[src/rtl/core/color_stop_fade_engine_unit_assert.svh]
// ----------------------------------------------------------------------------
// Color stop fade engine assertion macros
// Shared property wrappers for the concurrent checks in the engine's modules.
// ----------------------------------------------------------------------------
`ifndef COLOR_STOP_FADE_ENGINE_UNIT_ASSERT_SVH
`define COLOR_STOP_FADE_ENGINE_UNIT_ASSERT_SVH

// The consequent must hold in the same cycle as the antecedent.
`define CFE_ASSERT_SAME(lbl, clk, rst, ante, cons) \
   lbl: assert property (@(posedge clk) disable iff (rst) (ante) |-> (cons)) \
      else $error("cfe: check failed");

// The consequent must hold in the cycle after the antecedent.
`define CFE_ASSERT_NEXT(lbl, clk, rst, ante, cons) \
   lbl: assert property (@(posedge clk) disable iff (rst) (ante) |=> (cons)) \
      else $error("cfe: check failed");

`endif

[src/rtl/core/cfe_pkg.sv]
// ----------------------------------------------------------------------------
// Color stop fade engine package
// Types, register codes and constants shared by the engine's modules.
// ----------------------------------------------------------------------------
package cfe_pkg;

   localparam int MAX_STOPS_DEF = 8;

   localparam logic [16:0] TICK_MS       = 17'd10;
   localparam logic [15:0] FADE_RESET    = 16'd1000;
   localparam logic [3:0]  COUNT_RESET   = 4'd2;

   localparam logic KIND_WRITE = 1'b0;
   localparam logic KIND_TICK  = 1'b1;

   localparam logic CSR_FADE_INTERVAL = 1'b0;
   localparam logic CSR_STOP_COUNT    = 1'b1;

   typedef struct packed {
      logic       kind;
      logic [2:0] stop_index;
      logic [4:0] stop_brightness;
      logic [7:0] stop_red;
      logic [7:0] stop_green;
      logic [7:0] stop_blue;
   } req_type;

   typedef struct packed {
      logic [4:0] led_brightness;
      logic [7:0] led_red;
      logic [7:0] led_green;
      logic [7:0] led_blue;
   } rsp_type;

   typedef struct packed {
      logic [4:0] bri;
      logic [7:0] red;
      logic [7:0] grn;
      logic [7:0] blu;
   } stop_type;

   localparam int STOP_W = $bits(stop_type);

   typedef struct packed {
      logic        start;
      logic [7:0]  from_val;
      logic [7:0]  to_val;
      logic [15:0] t;
      logic [15:0] iv;
   } lerp_cmd_type;

   typedef struct packed {
      logic       done;
      logic [7:0] value;
   } lerp_sts_type;

endpackage

[src/rtl/core/cfe_ram.sv]
// ----------------------------------------------------------------------------
// Generic single-port-write RAM
// One write port and one read port; the read data is registered.
// ----------------------------------------------------------------------------
module cfe_ram #(
   parameter int WIDTH = 8,
   parameter int DEPTH = 8
) (
   input  logic                     clock,
   input  logic                     wr_en,
   input  logic [$clog2(DEPTH)-1:0] wr_addr,
   input  logic [WIDTH-1:0]         wr_data,
   input  logic [$clog2(DEPTH)-1:0] rd_addr,
   output logic [WIDTH-1:0]         rd_data
);

   logic [WIDTH-1:0] mem_ff [DEPTH];
   logic [WIDTH-1:0] rd_data_ff;

   always_ff @(posedge clock) begin
      if (wr_en) begin
         mem_ff[wr_addr] <= wr_data;
      end
      rd_data_ff <= mem_ff[rd_addr];
   end

   assign rd_data = rd_data_ff;

endmodule

[src/rtl/core/cfe_lerp.sv]
// ----------------------------------------------------------------------------
// Color stop fade engine interpolation unit
// Computes from + floor((to - from) * t / iv) for one 8-bit channel with one
// multiplier and a restoring divider that retires one quotient bit a cycle.
// ----------------------------------------------------------------------------
`include "color_stop_fade_engine_unit_assert.svh"

module cfe_lerp
   import cfe_pkg::*;
(
   input  logic         clock,
   input  logic         reset,
   input  lerp_cmd_type cmd,
   output lerp_sts_type sts
);

   localparam logic [1:0] LS_IDLE = 2'd0;
   localparam logic [1:0] LS_MUL  = 2'd1;
   localparam logic [1:0] LS_DIV  = 2'd2;
   localparam logic [1:0] LS_FIN  = 2'd3;

   logic [1:0]  state_ff, state_in;
   logic [2:0]  cnt_ff, cnt_in;
   logic        done_ff, done_in;
   logic [7:0]  val_ff, val_in;
   logic [7:0]  a_ff, a_in;
   logic [7:0]  mag_ff, mag_in;
   logic        neg_ff, neg_in;
   logic [15:0] t_ff, t_in;
   logic [15:0] iv_ff, iv_in;
   logic [15:0] rem_ff, rem_in;
   logic [7:0]  quo_ff, quo_in;

   logic [23:0] prod;
   logic [16:0] shifted;
   logic [16:0] diff;
   logic        ge;
   logic [7:0]  corr;

   assign prod    = 24'(mag_ff) * 24'(t_ff);
   assign shifted = {rem_ff, quo_ff[7]};
   assign diff    = shifted - {1'b0, iv_ff};
   assign ge      = shifted >= {1'b0, iv_ff};
   assign corr    = quo_ff + {7'd0, (rem_ff != 16'd0)};

   always_comb begin
      state_in = state_ff;
      cnt_in   = cnt_ff;
      done_in  = 1'b0;
      val_in   = val_ff;
      a_in     = a_ff;
      mag_in   = mag_ff;
      neg_in   = neg_ff;
      t_in     = t_ff;
      iv_in    = iv_ff;
      rem_in   = rem_ff;
      quo_in   = quo_ff;
      unique case (state_ff)
         LS_IDLE: begin
            if (cmd.start) begin
               a_in   = cmd.from_val;
               neg_in = cmd.to_val < cmd.from_val;
               mag_in = (cmd.to_val < cmd.from_val) ? cmd.from_val - cmd.to_val
                                                    : cmd.to_val - cmd.from_val;
               t_in   = cmd.t;
               iv_in  = cmd.iv;
               if (cmd.iv == 16'd0) begin
                  // A zero interval holds the from value.
                  rem_in   = 16'd0;
                  quo_in   = 8'd0;
                  state_in = LS_FIN;
               end else begin
                  state_in = LS_MUL;
               end
            end
         end
         LS_MUL: begin
            rem_in   = prod[23:8];
            quo_in   = prod[7:0];
            cnt_in   = 3'd0;
            state_in = LS_DIV;
         end
         LS_DIV: begin
            rem_in = ge ? diff[15:0] : shifted[15:0];
            quo_in = {quo_ff[6:0], ge};
            cnt_in = cnt_ff + 3'd1;
            if (cnt_ff == 3'd7) begin
               state_in = LS_FIN;
            end
         end
         LS_FIN: begin
            val_in   = neg_ff ? a_ff - corr : a_ff + quo_ff;
            done_in  = 1'b1;
            state_in = LS_IDLE;
         end
         default: begin
            state_in = LS_IDLE;
         end
      endcase
   end

   always_ff @(posedge clock) begin
      if (reset) begin
         state_ff <= LS_IDLE;
         done_ff  <= 1'b0;
      end else begin
         state_ff <= state_in;
         done_ff  <= done_in;
      end
      cnt_ff <= cnt_in;
      val_ff <= val_in;
      a_ff   <= a_in;
      mag_ff <= mag_in;
      neg_ff <= neg_in;
      t_ff   <= t_in;
      iv_ff  <= iv_in;
      rem_ff <= rem_in;
      quo_ff <= quo_in;
   end

   assign sts.done  = done_ff;
   assign sts.value = val_ff;

   `CFE_ASSERT_SAME(a_rem_below_divisor, clock, reset, state_ff == LS_DIV, rem_ff < iv_ff)
   `CFE_ASSERT_SAME(a_start_when_idle, clock, reset, cmd.start, state_ff == LS_IDLE)
   `CFE_ASSERT_NEXT(a_finish_reports, clock, reset, state_ff == LS_FIN, sts.done)

endmodule

[src/rtl/core/color_stop_fade_engine_unit.sv]
// A stop write leaves the engine idle, so the next beat can be accepted right after it.
// A tick reads its from- and to-stops, then runs the four channels in turn through the
// shared unit; its color is returned once the result register is free.
// No beat is taken until the tick's color has gone to the result register.
// Reset (synchronous, active high) empties the stop table, clears the timer and
// sets from-index 0, to-index 1, interval 1000 and stop count 2.
// ----------------------------------------------------------------------------
// Color stop fade engine
// Fades an LED color through a table of color stops, one interpolated color
// per tick, with a sequencer driving one shared interpolation unit.
// ----------------------------------------------------------------------------
`include "color_stop_fade_engine_unit_assert.svh"

module color_stop_fade_engine_unit
   import cfe_pkg::*;
#(
   parameter int MAX_STOPS = MAX_STOPS_DEF
) (
   input  logic        clock,
   input  logic        reset,
   input  logic        req_valid,
   output logic        req_ready,
   input  req_type     req_data,
   output logic        rsp_valid,
   input  logic        rsp_ready,
   output rsp_type     rsp_data,
   input  logic        csr_we,
   input  logic        csr_index,
   input  logic [15:0] csr_wdata
);

   localparam int IDX_W  = $clog2(MAX_STOPS);
   localparam int CMP_W  = (IDX_W + 1 > 4) ? IDX_W + 1 : 4;
   localparam int SLOT_W = (IDX_W + 1 > 3) ? IDX_W + 1 : 3;

   localparam logic [2:0] ST_IDLE    = 3'd0;
   localparam logic [2:0] ST_RD_TO   = 3'd1;
   localparam logic [2:0] ST_RD_WAIT = 3'd2;
   localparam logic [2:0] ST_LERP    = 3'd3;
   localparam logic [2:0] ST_WAIT    = 3'd4;
   localparam logic [2:0] ST_OUT     = 3'd5;

   localparam logic [1:0] CH_BRI = 2'd0;
   localparam logic [1:0] CH_RED = 2'd1;
   localparam logic [1:0] CH_GRN = 2'd2;
   localparam logic [1:0] CH_BLU = 2'd3;

   logic [2:0]           state_ff, state_in;
   logic [1:0]           ch_ff, ch_in;
   logic [15:0]          iv_ff, iv_in;
   logic [3:0]           count_ff, count_in;
   logic [16:0]          timer_ff, timer_in;
   logic [IDX_W-1:0]     from_ff, from_in;
   logic [IDX_W-1:0]     to_ff, to_in;
   logic [MAX_STOPS-1:0] valid_ff, valid_in;
   logic                 vld_rd_ff;
   logic [15:0]          t_ff, t_in;
   stop_type             from_stop_ff, from_stop_in;
   stop_type             to_stop_ff, to_stop_in;
   rsp_type              res_ff, res_in;
   rsp_type              rsp_ff, rsp_in;
   logic                 rsp_valid_ff, rsp_valid_in;

   logic                 req_fire;
   logic                 wr_en;
   logic [SLOT_W-1:0]    slot_wide;
   logic [IDX_W-1:0]     waddr;
   logic [IDX_W-1:0]     raddr;
   stop_type             wdata;
   stop_type             rdata;
   stop_type             rd_masked;
   logic                 out_free;
   logic [16:0]          timer_sum;
   logic [CMP_W-1:0]     used;
   logic [CMP_W-1:0]     to_next;
   lerp_cmd_type         lerp_cmd;
   lerp_sts_type         lerp_sts;

   assign req_ready = state_ff == ST_IDLE;
   assign req_fire  = req_valid && req_ready;
   assign slot_wide = SLOT_W'(req_data.stop_index);
   assign wr_en     = req_fire && (req_data.kind == KIND_WRITE)
                      && (slot_wide < SLOT_W'(MAX_STOPS));
   assign waddr     = slot_wide[IDX_W-1:0];
   assign raddr     = (state_ff == ST_IDLE) ? from_ff : to_ff;
   assign rd_masked = vld_rd_ff ? rdata : '0;
   assign out_free  = !rsp_valid_ff || rsp_ready;
   assign timer_sum = timer_ff + TICK_MS;
   assign to_next   = CMP_W'(to_ff) + CMP_W'(1);

   assign wdata.bri = req_data.stop_brightness;
   assign wdata.red = req_data.stop_red;
   assign wdata.grn = req_data.stop_green;
   assign wdata.blu = req_data.stop_blue;

   cfe_ram #(
      .WIDTH (STOP_W),
      .DEPTH (MAX_STOPS)
   ) u_stop_ram (
      .clock   (clock),
      .wr_en   (wr_en),
      .wr_addr (waddr),
      .wr_data (wdata),
      .rd_addr (raddr),
      .rd_data (rdata)
   );

   cfe_lerp u_lerp (
      .clock (clock),
      .reset (reset),
      .cmd   (lerp_cmd),
      .sts   (lerp_sts)
   );

   always_comb begin
      used = CMP_W'(count_ff);
      if (used < CMP_W'(2)) begin
         used = CMP_W'(2);
      end
      if (used > CMP_W'(MAX_STOPS)) begin
         used = CMP_W'(MAX_STOPS);
      end
   end

   always_comb begin
      lerp_cmd.start = state_ff == ST_LERP;
      lerp_cmd.t     = t_ff;
      lerp_cmd.iv    = iv_ff;
      unique case (ch_ff)
         CH_BRI: begin
            lerp_cmd.from_val = {3'd0, from_stop_ff.bri};
            lerp_cmd.to_val   = {3'd0, to_stop_ff.bri};
         end
         CH_RED: begin
            lerp_cmd.from_val = from_stop_ff.red;
            lerp_cmd.to_val   = to_stop_ff.red;
         end
         CH_GRN: begin
            lerp_cmd.from_val = from_stop_ff.grn;
            lerp_cmd.to_val   = to_stop_ff.grn;
         end
         CH_BLU: begin
            lerp_cmd.from_val = from_stop_ff.blu;
            lerp_cmd.to_val   = to_stop_ff.blu;
         end
         default: begin
            lerp_cmd.from_val = from_stop_ff.blu;
            lerp_cmd.to_val   = to_stop_ff.blu;
         end
      endcase
   end

   always_comb begin
      state_in     = state_ff;
      ch_in        = ch_ff;
      iv_in        = iv_ff;
      count_in     = count_ff;
      timer_in     = timer_ff;
      from_in      = from_ff;
      to_in        = to_ff;
      valid_in     = valid_ff;
      t_in         = t_ff;
      from_stop_in = from_stop_ff;
      to_stop_in   = to_stop_ff;
      res_in       = res_ff;
      rsp_in       = rsp_ff;
      rsp_valid_in = rsp_valid_ff && !rsp_ready;

      if (csr_we) begin
         unique case (csr_index)
            CSR_FADE_INTERVAL: iv_in    = csr_wdata;
            CSR_STOP_COUNT:    count_in = csr_wdata[3:0];
            default:           iv_in    = iv_ff;
         endcase
      end

      if (wr_en) begin
         valid_in = valid_ff | (MAX_STOPS'(1) << waddr);
      end

      unique case (state_ff)
         ST_IDLE: begin
            if (req_fire && (req_data.kind == KIND_TICK)) begin
               t_in     = (timer_ff < {1'b0, iv_ff}) ? timer_ff[15:0] : iv_ff;
               state_in = ST_RD_TO;
            end
         end
         ST_RD_TO: begin
            from_stop_in = rd_masked;
            state_in     = ST_RD_WAIT;
         end
         ST_RD_WAIT: begin
            to_stop_in = rd_masked;
            ch_in      = CH_BRI;
            state_in   = ST_LERP;
         end
         ST_LERP: begin
            state_in = ST_WAIT;
         end
         ST_WAIT: begin
            if (lerp_sts.done) begin
               unique case (ch_ff)
                  CH_BRI:  res_in.led_brightness = lerp_sts.value[4:0];
                  CH_RED:  res_in.led_red        = lerp_sts.value;
                  CH_GRN:  res_in.led_green      = lerp_sts.value;
                  CH_BLU:  res_in.led_blue       = lerp_sts.value;
                  default: res_in.led_blue       = lerp_sts.value;
               endcase
               if (ch_ff == CH_BLU) begin
                  state_in = ST_OUT;
               end else begin
                  ch_in    = ch_ff + 2'd1;
                  state_in = ST_LERP;
               end
            end
         end
         ST_OUT: begin
            if (out_free) begin
               rsp_in       = res_ff;
               rsp_valid_in = 1'b1;
               state_in     = ST_IDLE;
               if (timer_sum > {1'b0, iv_ff}) begin
                  // The fade is over: the to-stop becomes the from-stop.
                  timer_in = 17'd0;
                  from_in  = to_ff;
                  to_in    = (to_next >= used) ? '0 : to_next[IDX_W-1:0];
               end else begin
                  timer_in = timer_sum;
               end
            end
         end
         default: begin
            state_in = ST_IDLE;
         end
      endcase
   end

   always_ff @(posedge clock) begin
      if (reset) begin
         state_ff     <= ST_IDLE;
         iv_ff        <= FADE_RESET;
         count_ff     <= COUNT_RESET;
         timer_ff     <= 17'd0;
         from_ff      <= '0;
         to_ff        <= IDX_W'(1);
         valid_ff     <= '0;
         rsp_valid_ff <= 1'b0;
      end else begin
         state_ff     <= state_in;
         iv_ff        <= iv_in;
         count_ff     <= count_in;
         timer_ff     <= timer_in;
         from_ff      <= from_in;
         to_ff        <= to_in;
         valid_ff     <= valid_in;
         rsp_valid_ff <= rsp_valid_in;
      end
      ch_ff        <= ch_in;
      vld_rd_ff    <= valid_ff[raddr];
      t_ff         <= t_in;
      from_stop_ff <= from_stop_in;
      to_stop_ff   <= to_stop_in;
      res_ff       <= res_in;
      rsp_ff       <= rsp_in;
   end

   assign rsp_valid = rsp_valid_ff;
   assign rsp_data  = rsp_ff;

   `CFE_ASSERT_SAME(a_done_while_waiting, clock, reset, lerp_sts.done, state_ff == ST_WAIT)
   `CFE_ASSERT_SAME(a_t_saturated, clock, reset, state_ff == ST_LERP, t_ff <= iv_ff)
   `CFE_ASSERT_NEXT(a_write_marks_valid, clock, reset, wr_en, valid_ff[$past(waddr)])

endmodule

[config.mk]
export PLATFORM = sky130hd
export DESIGN_NAME = color_stop_fade_engine_unit
export DESIGN_NICKNAME = d
export VERILOG_FILES = /design/src/rtl/core/cfe_pkg.sv /design/src/rtl/core/cfe_ram.sv /design/src/rtl/core/cfe_lerp.sv /design/src/rtl/core/color_stop_fade_engine_unit.sv
export VERILOG_INCLUDE_DIRS = /design/src /design/src/rtl/core
export SDC_FILE = /design/constraint.sdc
export NUM_CORES = 1
export LEC_CHECK = 0
export ABC_AREA = 0
export BUFFER_PORTS_ARGS = -buffer_cell sky130_fd_sc_hd__buf_4
export CAP_MARGIN = 25
export CELL_PAD_IN_SITES_DETAIL_PLACEMENT = 0
export CELL_PAD_IN_SITES_GLOBAL_PLACEMENT = 1
export CORE_UTILIZATION = 28
export CTS_CLUSTER_SIZE = 10
export DETAILED_ROUTE_END_ITERATION = 8
export GPL_TIMING_DRIVEN = 0
export PLACE_DENSITY = 0.51
export REMOVE_ABC_BUFFERS = 1
export SYNTH_ARGS = -nofsm -noshare
export SYNTH_HDL_FRONTEND = slang
export SYNTH_SLANG_ARGS = --single-unit
[constraint.sdc]
create_clock -name clock -period 9.5 [get_ports clock]
set_clock_uncertainty 0.05 [all_clocks]
set_input_delay 2.85 -clock clock [delete_from_list [all_inputs] [get_ports clock]]
set_output_delay 2.85 -clock clock [all_outputs]
set_load 0.02 [all_outputs]
==> out/results.tsv <==
metric	value	unit
clkLatencyLatePin	0.61	ns
die_area	0.09862	mm^2
nNetsFinal	2749	
p_int	4.853	mW
cts_tree	yes	
first_pass_iters	5	
pwr-share-seq	0.420	
ir_drop	0.1128	mV
die_h	314.0	um
pre_cts_ws	3.566	ns
hold_depth	0	
cts_resized	0	
grt_pass1_wl	104.1	mm
initial_core_util	0.2823	
yosysWarnings	0	
p_sw	2.148	mW
syn-mean-instance-area	11.52	um^2
cp.arrival	6.13	ns
worstReg2RegStart	u_lerp.mag_ff[7]$_DFFE_PP_	
detail-route-antenna-nets	0	
yosys.area.top_type	edfxtp_1	
synth-seq-cells	537	
synth_area	0.02726	mm^2
htreeDepth	3	
critPathCaptureType	flip-flop	
finalPower	7.001	mW
port-buffer-count	85	
layout-drive-gt1-share	0.1068	
final_common_cell	edfxtp_1	
yosysSeqAreaShare	0.5595	
coreArea	0.09657	mm^2
synthCells	2366	
ys_types	79	
final_hold_viol_count	0	
cp_max_fo	16	
finalMaxSlewViolations	0	
swShare	0.3069	
crit_type	flip-flop to flip-flop	
vias	17200	
ys_async_sr_fraction	0	
finalNonFillerCells	3786	
grt_start_max_net_pins	68	
worst_slack	3.650	ns
num_antenna_cells	0	
final_cell_mix	edfxtp_1, nand2_1, inv_1	
cts_buffers	67	
rrSetupSlack	3.65	ns
power_per_cell_area	219.6	mW/mm^2
clockBufferDepth	3	
gp_congestion	0.7722	
grt_usage	0.1367	
area_growth	16.94	%
wl_per_cell	17.67	um
dp.cells	3670	
rsz0062_at_grt	no	
clk_pin_slew	0.06	ns
place_area	0.02987	mm^2
synth_top_cell_area_share	0.4956	
cap_violations	0	
hold_buffers	0	
fmax	170.9	MHz
hpwl	47.21	mm
max_slew_margin	0.3679	
cts_root_buffer	clkbuf_16	
synthTopCellsByArea	edfxtp_1, fa_1, ha_1	
post_cts_buffers	0	
drtIter0Drc	855	
routed_wl	66.89	mm
reg2reg_to	u_lerp.rem_ff[15]$_DFFE_PP_	
gr-total-overflow	0	
fin_area	0.03188	mm^2
worstHoldPathType	flip-flop to flip-flop	
io_pins	86	
setup_viol	0	
synth_ff_type	edfxtp_1	
fin_crit	5.850	ns
comb_power_share	0.246	
grt_pass1_vias	17990	
avgViaCountPerCell	4.544	
synth_edf_count	450	
worst_slew_pin_slew	0.9284	ns
final_util	0.3302	
die_w	314.0	um
antenna_found_initial	2	
reg2reg_depth	18	
drc	0	
cts_sinks	537	
fin_hold_ws	0.3669	ns
fin_setup_tns	0	ns
timing.final.crit_share	0.6158	
p_clk_frac	0.333	
p_leak	12.52	nW
required	9.78	ns
run_status	completed	
min_to	rsp_data[27]$_DFFE_PP_	
hold_path.startpoint	res_ff[27]$_DFFE_PP_	
fp-row-count	114	
start_kind	flip-flop	
registers in the layout, summed over array words and instances (netlist names), 4 cells and up:
name,flops
valid_ff,8
u_lerp.iv_ff,16
u_lerp.t_ff,16
rsp_data,29
u_stop_ram.mem_ff,232
u_lerp.quo_ff,8
to_stop_ff,29
u_stop_ram.rd_data,29
u_lerp.val_ff,8
res_ff,29
count_ff,4
u_lerp.rem_ff,16
t_ff,16
iv_ff,16
from_stop_ff,29
u_lerp.a_ff,8
timer_ff,16
u_lerp.mag_ff,8
synthesized netlist by cell type (3+ instances only):
master,count
nand2_1,404
nand4_1,10
o21bai_1,18
edfxtp_1,450
o22ai_1,13
nor4_1,11
or2_2,4
o21ai_0,62
a211oi_1,6
nand2b_1,11
a21o_1,28
a31oi_1,3
fa_1,90
o211a_1,3
nand3b_1,6
o21a_1,8
a31o_2,6
clkbuf_1,76
a211o_1,8
nor2_1,92
buf_2,7
buf_6,4
a2bb2oi_1,6
nor3_1,11
a22oi_1,18
and2_1,141
nor2b_1,15
mux2i_1,26
dfxtp_1,87
inv_1,195
mux2_2,25
nand3_1,162
xnor2_1,44
ha_1,141
a21oi_1,87
and3_1,16
o2111ai_1,3
xor2_1,19
o211ai_1,4
per-layer routing:
| layer | GRT usage | part of all wire |
|---|---|---|
| met1 | 0.1743 | 0.45 |
| met2 | 0.2385 | 0.49 |
| met3 | 0.02339 | 0.032 |
| met4 | 0.03481 | 0.019 |
| met5 | 0 | 0.00042 |
cell families (layout without fill, tap and decap cells):
kind of cell             after synthesis  after routing  share of synthesized area
flip-flops                           537            537                     0.5595
adder cells (fa/ha/maj)              231            231                     0.1308
AND/OR/NAND/NOR                      898            898                     0.1554
buffers and inverters                286            430                    0.04094
AO/OA/AOI/OAI                        298            298                    0.07224
XOR/XNOR                              63             63                    0.02024
multiplexers                          53             53                    0.02084
worst max-delay path by stage:
stage	start	endpoint	slack (ns)
3_5_place_dp	u_lerp.mag_ff[7]$_DFFE_PP_	u_lerp.rem_ff[15]$_DFFE_PP_	3.57
6_report	u_lerp.mag_ff[7]$_DFFE_PP_	u_lerp.rem_ff[15]$_DFFE_PP_	3.65
4_1_cts	u_lerp.mag_ff[7]$_DFFE_PP_	u_lerp.rem_ff[15]$_DFFE_PP_	3.56
2_1_floorplan	req_data[31]	u_stop_ram.mem_ff[0][0]$_DFFE_PP_	3.66
5_1_grt	u_lerp.mag_ff[7]$_DFFE_PP_	u_lerp.rem_ff[15]$_DFFE_PP_	3.32
3_3_place_gp	state_ff[0]$_SDFFE_PP0P_	u_stop_ram.rd_data[28]$_DFF_P_	0.60
power by group through the flow:
stage | sequential [mW] | clock [mW] | combinational, mW
floorplan | 2.94 | 0 | 1.18
global placement | 3.01 | 0 | 1.69
detailed placement | 3.00 | 0 | 1.76
CTS | 2.95 | 2.42 | 1.77
global route | 2.97 | 2.50 | 1.95
finish | 2.94 | 2.33 | 1.72
layout make-up:
cell class	count	area, um^2
clock inverter	11	150.1
fill	9604	64680
timing repair buffer	117	1275
inverter	197	740.7
tap	1276	1597
clock buffer	105	1859
sequential	537	15250
multi-input combinational	1543	11010
worst max-delay path, cell delays in order (launching register included):
cell and delay (ns):
edfxtp_1 0.70, nand2_1 0.16, fa_1 0.54, fa_1 0.55
inv_1 0.05, fa_1 0.53, inv_1 0.06, fa_1 0.53
inv_1 0.04, ha_1 0.35, a21oi_2 0.21, o211ai_1 0.16
nand3_1 0.12, nand2_1 0.20, a221o_1 0.38, a41o_1 0.27
o41a_1 0.32, xnor2_1 0.22, o32ai_1 0.12
No activity file was read; power rests on OpenSTA's default activity.
